--- config.mk ---
export PLATFORM = sky130hd
export DESIGN_NAME = addressable_led_strip_driver_top
export DESIGN_NICKNAME = d
export VERILOG_FILES = /design/src/hdl/alsd_pkg.sv /design/src/hdl/alsd_ram.sv /design/src/hdl/alsd_pixel_store.sv /design/src/hdl/addressable_led_strip_driver_top.sv
export SDC_FILE = /design/constraint.sdc
export NUM_CORES = 1
export LEC_CHECK = 0
export BUFFER_PORTS_ARGS = -buffer_cell sky130_fd_sc_hd__buf_2
export CORE_MARGIN = 3
export CORE_UTILIZATION = 60
export CTS_BUF_LIST = sky130_fd_sc_hd__clkbuf_2 sky130_fd_sc_hd__clkbuf_4 sky130_fd_sc_hd__clkbuf_8
export CTS_CLUSTER_SIZE = 16
export DETAILED_ROUTE_END_ITERATION = 6
export PLACE_DENSITY = 0.83
export SLEW_MARGIN = 10
export SYNTH_ARGS = -nofsm -noshare
export SYNTH_HDL_FRONTEND = slang
export SYNTH_HIERARCHICAL = 1
export SYNTH_SLANG_ARGS = --single-unit
--- constraint.sdc ---
create_clock -name i_clk -period 7.4 [get_ports i_clk]
set_clock_uncertainty 0.15 [all_clocks]
set_input_delay 0.37 -clock i_clk [delete_from_list [all_inputs] [get_ports i_clk]]
set_output_delay 0.37 -clock i_clk [all_outputs]
set_load 0.1 [all_outputs]
--- src/hdl/alsd_pkg.sv ---
// Shared types and constants for the addressable LED strip driver.
`default_nettype none
package alsd_pkg;

    localparam int LED_COUNT = 8;
    localparam int PIX_AW    = (LED_COUNT > 1) ? $clog2(LED_COUNT) : 1;
    localparam int PIXEL_W   = 24;
    localparam int TICK_W    = 16;
    localparam int BIT_CNT_W = 5;
    localparam logic [BIT_CNT_W-1:0] BIT_LAST   = BIT_CNT_W'(PIXEL_W - 1);
    localparam logic [PIX_AW-1:0]    PIX_LAST   = PIX_AW'(LED_COUNT - 1);
    localparam logic [8:0]           PIX_LIMIT  = 9'(LED_COUNT);

    localparam logic [TICK_W-1:0] ONE_HIGH_RST  = 16'd80;
    localparam logic [TICK_W-1:0] ONE_LOW_RST   = 16'd45;
    localparam logic [TICK_W-1:0] ZERO_HIGH_RST = 16'd40;
    localparam logic [TICK_W-1:0] ZERO_LOW_RST  = 16'd85;

    typedef enum logic [1:0] {
        OP_TICK  = 2'd0,
        OP_WRITE = 2'd1,
        OP_FILL  = 2'd2,
        OP_SHOW  = 2'd3
    } t_op;

    typedef enum logic [1:0] {
        CFG_ONE_HIGH  = 2'd0,
        CFG_ONE_LOW   = 2'd1,
        CFG_ZERO_HIGH = 2'd2,
        CFG_ZERO_LOW  = 2'd3
    } t_cfg_idx;

    typedef struct packed {
        t_op        operation;
        logic [7:0] pixel_index;
        logic [7:0] red;
        logic [7:0] green;
        logic [7:0] blue;
    } t_in_item;

    typedef struct packed {
        logic pin_level;
        logic busy_res;
        logic frame_done;
    } t_out_item;

    // Request from the frame controller to the pixel store.
    typedef struct packed {
        logic                wr_en;
        logic                fill_en;
        logic                rd_en;
        logic [PIX_AW-1:0]   wr_addr;
        logic [PIX_AW-1:0]   rd_addr;
        logic [PIXEL_W-1:0]  wdata;
    } t_store_req;

endpackage
`default_nettype wire

--- src/hdl/alsd_ram.sv ---
// Generic single-write, single-read RAM with registered read data.
`default_nettype none
module alsd_ram #(
    parameter int WIDTH = 24,
    parameter int DEPTH = 8,
    localparam int AW = (DEPTH > 1) ? $clog2(DEPTH) : 1
) (
    input  wire logic             i_clk,
    input  wire logic             i_we,
    input  wire logic [AW-1:0]    i_waddr,
    input  wire logic [WIDTH-1:0] i_wdata,
    input  wire logic             i_re,
    input  wire logic [AW-1:0]    i_raddr,
    output logic      [WIDTH-1:0] o_rdata
);

    logic [WIDTH-1:0] r_mem [DEPTH];

    always_ff @(posedge i_clk) begin
        if (i_we) begin
            r_mem[i_waddr] <= i_wdata;
        end
        if (i_re) begin
            o_rdata <= r_mem[i_raddr];
        end
    end

endmodule
`default_nettype wire

--- src/hdl/alsd_pixel_store.sv ---
// Pixel store: RAM plus per-entry valid bits and a fill word, so fill and reset reach every entry without RAM writes.
`default_nettype none
module alsd_pixel_store (
    input  wire logic                          i_clk,
    input  wire logic                          i_rst_n,
    input  wire alsd_pkg::t_store_req          i_req,
    output logic      [alsd_pkg::PIXEL_W-1:0]  o_rdata
);

    logic [alsd_pkg::LED_COUNT-1:0] r_valid;
    logic [alsd_pkg::PIXEL_W-1:0]   r_fill_word;
    logic                           r_rd_valid;
    logic [alsd_pkg::PIXEL_W-1:0]   ram_rdata;

    alsd_ram #(
        .WIDTH (alsd_pkg::PIXEL_W),
        .DEPTH (alsd_pkg::LED_COUNT)
    ) u_ram (
        .i_clk   (i_clk),
        .i_we    (i_req.wr_en),
        .i_waddr (i_req.wr_addr),
        .i_wdata (i_req.wdata),
        .i_re    (i_req.rd_en),
        .i_raddr (i_req.rd_addr),
        .o_rdata (ram_rdata)
    );

    // An entry not written since the last fill reads as the fill word.
    always_ff @(posedge i_clk) begin
        if (!i_rst_n) begin
            r_valid     <= '0;
            r_fill_word <= '0;
            r_rd_valid  <= 1'b0;
        end else begin
            if (i_req.fill_en) begin
                r_valid     <= '0;
                r_fill_word <= i_req.wdata;
            end else if (i_req.wr_en) begin
                r_valid[i_req.wr_addr] <= 1'b1;
            end
            if (i_req.rd_en) begin
                r_rd_valid <= r_valid[i_req.rd_addr];
            end
        end
    end

    assign o_rdata = r_rd_valid ? ram_rdata : r_fill_word;

endmodule
`default_nettype wire

--- src/hdl/addressable_led_strip_driver_top.sv ---
// Top level: operation decode, bit timing and frame sequencing over the pixel store.
// Every transaction gives one result, registered in the cycle after it is accepted.
// A frame start and a tick that moves on to the next pixel also pass through a load state
// that takes the pixel from the registered read of the pixel RAM; no transaction is taken there.
// A new transaction is taken while the previous result waits only if that result leaves now.
// Synchronous active-low reset clears control state; the store reads zero at once.
`default_nettype none
module addressable_led_strip_driver_top (
    input  wire logic                   i_clk,
    input  wire logic                   i_rst_n,
    input  wire logic                   i_in_valid,
    output logic                        o_in_ready,
    input  wire alsd_pkg::t_in_item     i_in_data,
    output logic                        o_out_valid,
    input  wire logic                   i_out_ready,
    output alsd_pkg::t_out_item         o_out_data,
    input  wire logic                   i_cfg_we,
    input  wire alsd_pkg::t_cfg_idx     i_cfg_index,
    input  wire logic [15:0]            i_cfg_wdata
);

    typedef enum logic {
        S_IDLE,
        S_LOAD
    } t_state;

    t_state                          r_state, n_state;
    logic                            r_busy, n_busy;
    logic                            r_low, n_low;
    logic [alsd_pkg::TICK_W-1:0]     r_phase, n_phase;
    logic [alsd_pkg::BIT_CNT_W-1:0]  r_bit, n_bit;
    logic [alsd_pkg::PIX_AW-1:0]     r_pix, n_pix;
    logic [alsd_pkg::PIXEL_W-1:0]    r_shift, n_shift;
    logic [alsd_pkg::TICK_W-1:0]     r_one_high, r_one_low, r_zero_high, r_zero_low;
    logic                            r_out_valid, n_out_valid;
    alsd_pkg::t_out_item             r_out, n_out;

    alsd_pkg::t_store_req            store_req;
    logic [alsd_pkg::PIXEL_W-1:0]    store_rdata;
    logic                            accept;
    logic                            in_range;
    logic [alsd_pkg::TICK_W-1:0]     dur_sel, duration, phase_inc;

    alsd_pixel_store u_store (
        .i_clk   (i_clk),
        .i_rst_n (i_rst_n),
        .i_req   (store_req),
        .o_rdata (store_rdata)
    );

    assign o_in_ready  = (r_state == S_IDLE) && (!r_out_valid || i_out_ready);
    assign accept      = i_in_valid && o_in_ready;
    assign o_out_valid = r_out_valid;
    assign o_out_data  = r_out;
    assign in_range    = {1'b0, i_in_data.pixel_index} < alsd_pkg::PIX_LIMIT;

    // Duration of the current part; a zero setting behaves as one tick.
    always_comb begin
        if (r_shift[alsd_pkg::PIXEL_W-1]) begin
            dur_sel = r_low ? r_one_low : r_one_high;
        end else begin
            dur_sel = r_low ? r_zero_low : r_zero_high;
        end
        duration  = (dur_sel == '0) ? alsd_pkg::TICK_W'(1) : dur_sel;
        phase_inc = r_phase + alsd_pkg::TICK_W'(1);
    end

    always_comb begin
        n_state     = r_state;
        n_busy      = r_busy;
        n_low       = r_low;
        n_phase     = r_phase;
        n_bit       = r_bit;
        n_pix       = r_pix;
        n_shift     = r_shift;
        n_out_valid = r_out_valid;
        n_out       = r_out;
        store_req   = '0;
        store_req.wr_addr = i_in_data.pixel_index[alsd_pkg::PIX_AW-1:0];
        store_req.wdata   = {i_in_data.green, i_in_data.red, i_in_data.blue};

        if (r_out_valid && i_out_ready) begin
            n_out_valid = 1'b0;
        end

        unique case (r_state)
            S_LOAD: begin
                n_shift = store_rdata;
                n_state = S_IDLE;
            end
            S_IDLE: begin
                if (accept) begin
                    n_out_valid = 1'b1;
                    n_out       = '0;
                    unique case (i_in_data.operation)
                        alsd_pkg::OP_TICK: begin
                            if (r_busy) begin
                                if (phase_inc >= duration) begin
                                    n_phase = '0;
                                    if (!r_low) begin
                                        n_low = 1'b1;
                                    end else begin
                                        n_low   = 1'b0;
                                        n_shift = {r_shift[alsd_pkg::PIXEL_W-2:0], 1'b0};
                                        if (r_bit == alsd_pkg::BIT_LAST) begin
                                            n_bit = '0;
                                            if (r_pix == alsd_pkg::PIX_LAST) begin
                                                n_pix  = '0;
                                                n_busy = 1'b0;
                                                n_out.frame_done = 1'b1;
                                            end else begin
                                                n_pix  = r_pix + alsd_pkg::PIX_AW'(1);
                                                store_req.rd_en   = 1'b1;
                                                store_req.rd_addr = n_pix;
                                                n_state = S_LOAD;
                                            end
                                        end else begin
                                            n_bit = r_bit + alsd_pkg::BIT_CNT_W'(1);
                                        end
                                    end
                                end else begin
                                    n_phase = phase_inc;
                                end
                            end
                        end
                        alsd_pkg::OP_WRITE: begin
                            store_req.wr_en = !r_busy && in_range;
                        end
                        alsd_pkg::OP_FILL: begin
                            store_req.fill_en = !r_busy;
                        end
                        alsd_pkg::OP_SHOW: begin
                            if (!r_busy) begin
                                n_busy  = 1'b1;
                                n_low   = 1'b0;
                                n_phase = '0;
                                n_bit   = '0;
                                n_pix   = '0;
                                store_req.rd_en   = 1'b1;
                                store_req.rd_addr = '0;
                                n_state = S_LOAD;
                            end
                        end
                        default: begin
                        end
                    endcase
                    // A tick reports the level it spent; other operations report the new state.
                    if (i_in_data.operation == alsd_pkg::OP_TICK) begin
                        n_out.busy_res  = r_busy;
                        n_out.pin_level = r_busy && !r_low;
                    end else begin
                        n_out.busy_res  = n_busy;
                        n_out.pin_level = n_busy && !n_low;
                    end
                end
            end
            default: begin
                n_state = S_IDLE;
            end
        endcase
    end

    always_ff @(posedge i_clk) begin
        if (!i_rst_n) begin
            r_state     <= S_IDLE;
            r_busy      <= 1'b0;
            r_low       <= 1'b0;
            r_phase     <= '0;
            r_bit       <= '0;
            r_pix       <= '0;
            r_shift     <= '0;
            r_out_valid <= 1'b0;
            r_out       <= '0;
            r_one_high  <= alsd_pkg::ONE_HIGH_RST;
            r_one_low   <= alsd_pkg::ONE_LOW_RST;
            r_zero_high <= alsd_pkg::ZERO_HIGH_RST;
            r_zero_low  <= alsd_pkg::ZERO_LOW_RST;
        end else begin
            r_state     <= n_state;
            r_busy      <= n_busy;
            r_low       <= n_low;
            r_phase     <= n_phase;
            r_bit       <= n_bit;
            r_pix       <= n_pix;
            r_shift     <= n_shift;
            r_out_valid <= n_out_valid;
            r_out       <= n_out;
            if (i_cfg_we) begin
                unique case (i_cfg_index)
                    alsd_pkg::CFG_ONE_HIGH:  r_one_high  <= i_cfg_wdata;
                    alsd_pkg::CFG_ONE_LOW:   r_one_low   <= i_cfg_wdata;
                    alsd_pkg::CFG_ZERO_HIGH: r_zero_high <= i_cfg_wdata;
                    alsd_pkg::CFG_ZERO_LOW:  r_zero_low  <= i_cfg_wdata;
                    default: begin
                    end
                endcase
            end
        end
    end

    // A pixel load only happens inside a frame.
    a_load_busy: assert property (@(posedge i_clk) disable iff (!i_rst_n)
        (r_state == S_LOAD) |-> r_busy)
        else $error("pixel load outside a frame");

    // A new transaction may only be taken while a pending result leaves.
    a_no_overwrite: assert property (@(posedge i_clk) disable iff (!i_rst_n)
        (accept && r_out_valid) |-> i_out_ready)
        else $error("result overwritten");

    // Frame end is reported only on a tick spent inside a frame.
    a_done_busy: assert property (@(posedge i_clk) disable iff (!i_rst_n)
        (o_out_valid && o_out_data.frame_done) |-> o_out_data.busy_res)
        else $error("frame end while idle");

    // The pin is never high outside a frame.
    a_pin_busy: assert property (@(posedge i_clk) disable iff (!i_rst_n)
        (o_out_valid && o_out_data.pin_level) |-> o_out_data.busy_res)
        else $error("pin high while idle");

endmodule
`default_nettype wire
---- Word level (Yosys, flattened, before mapping) ----
Memories as Yosys holds them, arrays and structs flattened. A register that Yosys moved wholly into a read port is not among the register bits.
Cells that the tools add are included.
W data, S select, Z words.
operators by class
  add/sub/neg operators ................... 3
  order comparisons ....................... 5
  eq/ne operators ......................... 18
  muxes and demuxes ....................... 78
  bitwise logic cells ..................... 3
  reduce and logical (&&, ||, !) cells .... 26
operators with widths
  cell                     count
  $mux W24                 6
  $mux W16                 7
  $pmux W24 S2             1
  $mux W3                  15
  $mux W1                  34
  $pmux W16 S2             1
  $mux W5                  5
  $add A16 B1 Y16 const B  1
  $ge A16 B16 Y1           1
  $logic_not A16 Y1        1
  $ne A2 B2 Y1 const B     8
  $pmux W5 S2              1
  $reduce_and A2 Y1        5
  $reduce_and A5 Y1        2
  $eq A2 B2 Y1 const B     4
  $lt A3 B4 Y1 const B     2
  $lt A8 B4 Y1 const B     1
  $or A8 B8 Y8             1
  $pmux W1 S2              4
  $reduce_and A8 Y1        1
  $logic_and A1 B1 Y1      7
  $reduce_and A7 Y1        1
  $pmux W3 S2              1
  $add A5 B1 Y5 const B    1
  other kinds (15)         22
word-level totals
  flip-flop bits (word level) ............. 152
  memory bits (writable) .................. 192
  word-level logic and storage cells ...... 152
  memories kept ........................... 1
memory list
  name                 words  bits a word  read ports  clocked after Yosys merged registers in  wr ports  RTL line        RTL
  u_store.u_ram.r_mem  8      24           1           1                                        1         alsd_ram.sv:17  logic [WIDTH-1:0] r_mem [DEPTH];

---- Depth between registers and ports, before layout ----
  depth in word-level cells ............... 13
  gate-level depth with buffers ........... 19

---- By module ----
Netlist, hierarchy kept.
by module, submodules not included
  module                            instances  cells an instance  area each (um^2)  seq. area each (um^2)
  alsd_ram                          1          314                8050.2            6486.2
  addressable_led_strip_driver_top  1          746                6118.4            2382.3
  alsd_pixel_store                  1          143                1556.5            660.6

---- Worst setup path before layout ----
Ideal clock, no wire load.
  kind .................................... reg-to-reg
  from .................................... reg r_phase[0] (netlist bit)
  to ...................................... reg u_store.u_ram.o_rdata[13], read port of u_store.u_ram.r_mem, data pin
  data arrival time ....................... 4.744 ns
  data required time ...................... 6.990 ns
  setup slack ............................. 2.245 ns
  stages on the path, launching flop included .. 18
  clock period less this slack ............ 5.155 ns
  cells stage by stage .................... dfxtp_1 ha_1 nand3_1 nor3_1 nand3_1 o21a_1 or2_2 ha_1 nand4_1 or3_1 and3_4 a31oi_2 buf_4 nand2_1 nor4_1 buf_2 mux4_2 mux2_4
RTL lines
  element                 RTL line                                 RTL
  start, declared         addressable_led_strip_driver_top.sv:30   logic [alsd_pkg::TICK_W-1:0] r_phase, n_phase;
  start signal, assigned  addressable_led_strip_driver_top.sv:182  r_phase <= n_phase;
  end, declared           alsd_ram.sv:14                           output logic [WIDTH-1:0] o_rdata

==> flow_summary_export.csv <==
group,metric,value,unit
clock_tree,clk_latency,0.60,ns
placed_design,dp_slack,1.668,ns
clock_tree,cts_tree,"yes",
sta,drv_slew,0,
grt,grt_pass1_vias,10431,
clock_tree,clk_pin_slew_worst_paths,0.06,ns
pwr,power.total,4.125,mW
drt,routed_wl,34630,µm
clock_tree,cts_buffer_depth,3,
placed_design,dp.cells,1540,
synth,synth_cell_types,71,
pwr,ir_worst_vdd,238.3,µV
clock_tree,cts-root-buf,"clkbuf_8",
hold_path,min-delay-start,"i_in_valid",
placed_design,placed_area,16290,µm²
clock_tree,cts_sinks,368,
floorplan,core_area,25470,µm²
pwr,p_leak,6.192,nW
synth,syn_area_per_cell,13.07,µm²
sta,worst_slew_pin_slew,1.208,ns
layout,antenna_cells,0,
placed_design,globalplace.congestion,0.8452,
setup_path,cp_data_arrival_time,5.95,ns
drt,wl_per_cell,20.50,µm
setup_path,worstPathMaxFanout,52,
synth,synth_edf_count,216,
synth,synth_fp_nets,1284,
run_status,outcome,"completed",
floorplan,die_h,167.9,µm
sta,finalSetupViolCount,0,
floorplan,die_area,28190,µm²
floorplan,io_pins,62,
drt,ant_nets,0,
setup_path,reg2reg_from,"r_phase[0]$_SDFFE_PN0P_",
sta,hold_viol_final,0,
grt,antenna_found_initial,0,
sta,fmax,0.1740,GHz
synth,netlist_area,15730,µm²
layout,layout.nets,1392,
sta,post-route-min-period,5.747,ns
floorplan,initial_core_util,61.73,%
synth,ys_seq_area_share,60.60,%
layout,drive_above_1_share,24.28,%
setup_path,required,7.60,ns
grt,grt_pass1_wl,55300,µm
grt,track_usage,24.58,%
setup_path,start_kind,"flop",
synth,synth_cells,1203,
layout,final_core_util,70.33,%
setup_path,reg2reg_setup_slack,1.65,ns
setup_path,endpoint_kind,"flop",
sta,period_share,77.67,%
drt,vias_per_cell,6.085,
layout,final_cell_mix,"edfxtp_1 (216), nand2_1 (164), dfxtp_1 (152)",
drt,via_count,10277,
synth,ys_ff_latch,368,
drt,drcViolationCount,0,
placed_design,port_buffers,61,
layout,instances_no_fill,1689,
sta,hold_ws,0.06334,ns
floorplan,row_count,58,
synth,ys_async_sr_fraction,0,%
layout,areaGrowthSynthToFinish,13.92,%
setup_path,crit_type,"reg2reg",
hold_path,whs_path_depth,4,
grt,grt_max_degree,84,
sta,setup_ws,1.653,ns
placed_design,dp_hpwl,20000,µm
synth,synth_warnings,6,
sta,tns,0,ns
clock_tree,htree_levels,2,
drt,drt_iter0_drc,885,
pwr,power_density,230.3,nW/µm²
layout,stdcell_area,17910,µm²
grt,grt-ovfl-total,0,
sta,rsz0062_at_grt,"false",
setup_path,rr_worst_depth,17,
sta,relSlewSlack,19.00,%
floorplan,die_x,167.9,µm
synth,synth_ff_type,"edfxtp_1",
hold_path,hold_class,"in2reg",
layout,n_fill_cell,1641,
drt,drt_first_pass_iters,5,
run,drv_cap,0,
hold_path,whs_endpoint,"o_out_valid$_SDFF_PN0_",
layout,layout.cells.most_common,"edfxtp_1",
setup_path,r2r_end,"u_store/u_ram/o_rdata[1]$_DFFE_PP_",
clock_tree,cts_resized,0,
clock_tree,cts_made_buffers,56,
[worst max path at each step]
stage          depth (start not counted)                                  end                     start
6_report                              17   u_store/u_ram/o_rdata[1]$_DFFE_PP_   r_phase[0]$_SDFFE_PN0P_
5_1_grt                               17  u_store/u_ram/o_rdata[23]$_DFFE_PP_   r_phase[0]$_SDFFE_PN0P_
4_1_cts                               17  u_store/u_ram/o_rdata[23]$_DFFE_PP_  r_shift[23]$_SDFFE_PN0P_
3_5_place_dp                          17   u_store/u_ram/o_rdata[5]$_DFFE_PP_  r_shift[23]$_SDFFE_PN0P_
3_3_place_gp                          17  u_store/u_ram/o_rdata[16]$_DFFE_PP_  r_shift[23]$_SDFFE_PN0P_
2_1_floorplan                         17  u_store/u_ram/o_rdata[13]$_DFFE_PP_   r_phase[0]$_SDFFE_PN0P_
[kinds of logic (layout without fill, tap and decap cells)]
family                   count (synthesis)  count (layout)  synth area share (%)
buffers and inverters                  102             258                 3.071
adder cells (fa/ha/maj)                 24              24                 1.910
AO/OA/AOI/OAI                          219             219                 8.243
flip-flops                             368             368                 60.60
AND/OR/NAND/NOR                        332             332                 10.30
XOR/XNOR                                11              11                0.6127
multiplexers                           147             147                 15.27
[critical path, stage by stage, from the launching register on]
cell and delay [ns]:
dfxtp_1 0.41, ha_1 0.26, nand3_1 0.22, nor3_1 0.38, nand3_1 0.20, o21a_1 0.23
or2_2 0.29, ha_1 0.30, nand4_1 0.14, nor3_2 0.33, nand4_2 0.21, a31oi_2 0.24
buf_4 0.33, nand2_1 0.21, nor4_2 0.29, buf_12 0.41, mux4_2 0.57, mux2_2 0.28
[Yosys cell counts, types with 3 or more instances]
cell / instances / area, µm²
mux4_2: 65 / 1464
nor2b_1: 29 / 181.4
nand3b_1: 4 / 30.03
clkbuf_1: 44 / 165.2
buf_6: 4 / 45.04
inv_1: 25 / 93.84
a31oi_1: 29 / 181.4
dfxtp_1: 152 / 3043
nand3_1: 22 / 110.1
a21o_1: 3 / 22.52
and2_1: 10 / 62.56
buf_4: 3 / 22.52
nor3_1: 10 / 50.05
a32o_1: 8 / 80.08
nand4_1: 10 / 62.56
nor4_1: 7 / 43.79
or2_2: 3 / 18.77
and3_1: 3 / 18.77
o211ai_1: 3 / 22.52
xor2_1: 3 / 26.28
nand2b_1: 8 / 50.05
nand2_1: 164 / 615.6
xnor2_1: 8 / 70.07
o21ai_0: 56 / 280.3
mux2i_1: 34 / 340.3
nor2_1: 38 / 142.6
buf_2: 21 / 105.1
nor3b_1: 3 / 22.52
a31o_2: 3 / 26.28
a21oi_1: 91 / 455.4
ha_1: 24 / 300.3
mux2_4: 15 / 225.2
a22o_1: 3 / 26.28
edfxtp_1: 216 / 6486
o21ai_1: 7 / 35.03
mux2_2: 31 / 349.1
[where the power goes]
group	leakage, nW	internal (mW)	switching, mW
Sequential	3.18	2.19	0.0165
Clock	0.645	0.934	0.790
Combinational	2.37	0.0758	0.121
Total	6.19	3.20	0.928
[per-layer routing]
layer  up-vias  global-route usage (%)  routed length [µm]
met5         -                       0                   0
met4         0                   8.538                1103
met3        87                   3.827                2279
met2       436                   42.66               17720
met1      5036                   31.79               13530
li1       4718                       -                   -
[flip-flops by register name (all words and copies together) (netlist names)]
signal and count:
o_out_data 3, o_out_valid 1, r_bit 5, r_busy 1
r_low 1, r_one_high 16, r_one_low 16, r_phase 16
r_pix 3, r_shift 24, r_state 1, r_zero_high 16
r_zero_low 16, u_store/r_fill_word 24, u_store/r_rd_valid 1, u_store/r_valid 8
u_store/u_ram/o_rdata 24, u_store/u_ram/r_mem 192
[area by class of cell]
cell class	instances	area [µm²]	share of cell area, %
sequential	368	9529	53.19
multi-input combinational	733	5768	32.20
clock buffer	86	1071	5.978
timing repair buffer	126	913.4	5.098
tap	330	412.9	2.305
clock inverter	20	122.6	0.6845
inverter	26	97.59	0.5448
[repair_timing]
action                    4_1_cts  5_1_grt
hold endpoints to repair      273        0
buffers inserted                0        0
hold buffers                   43        0
Note: power is estimated with default switching activity, not from simulation.
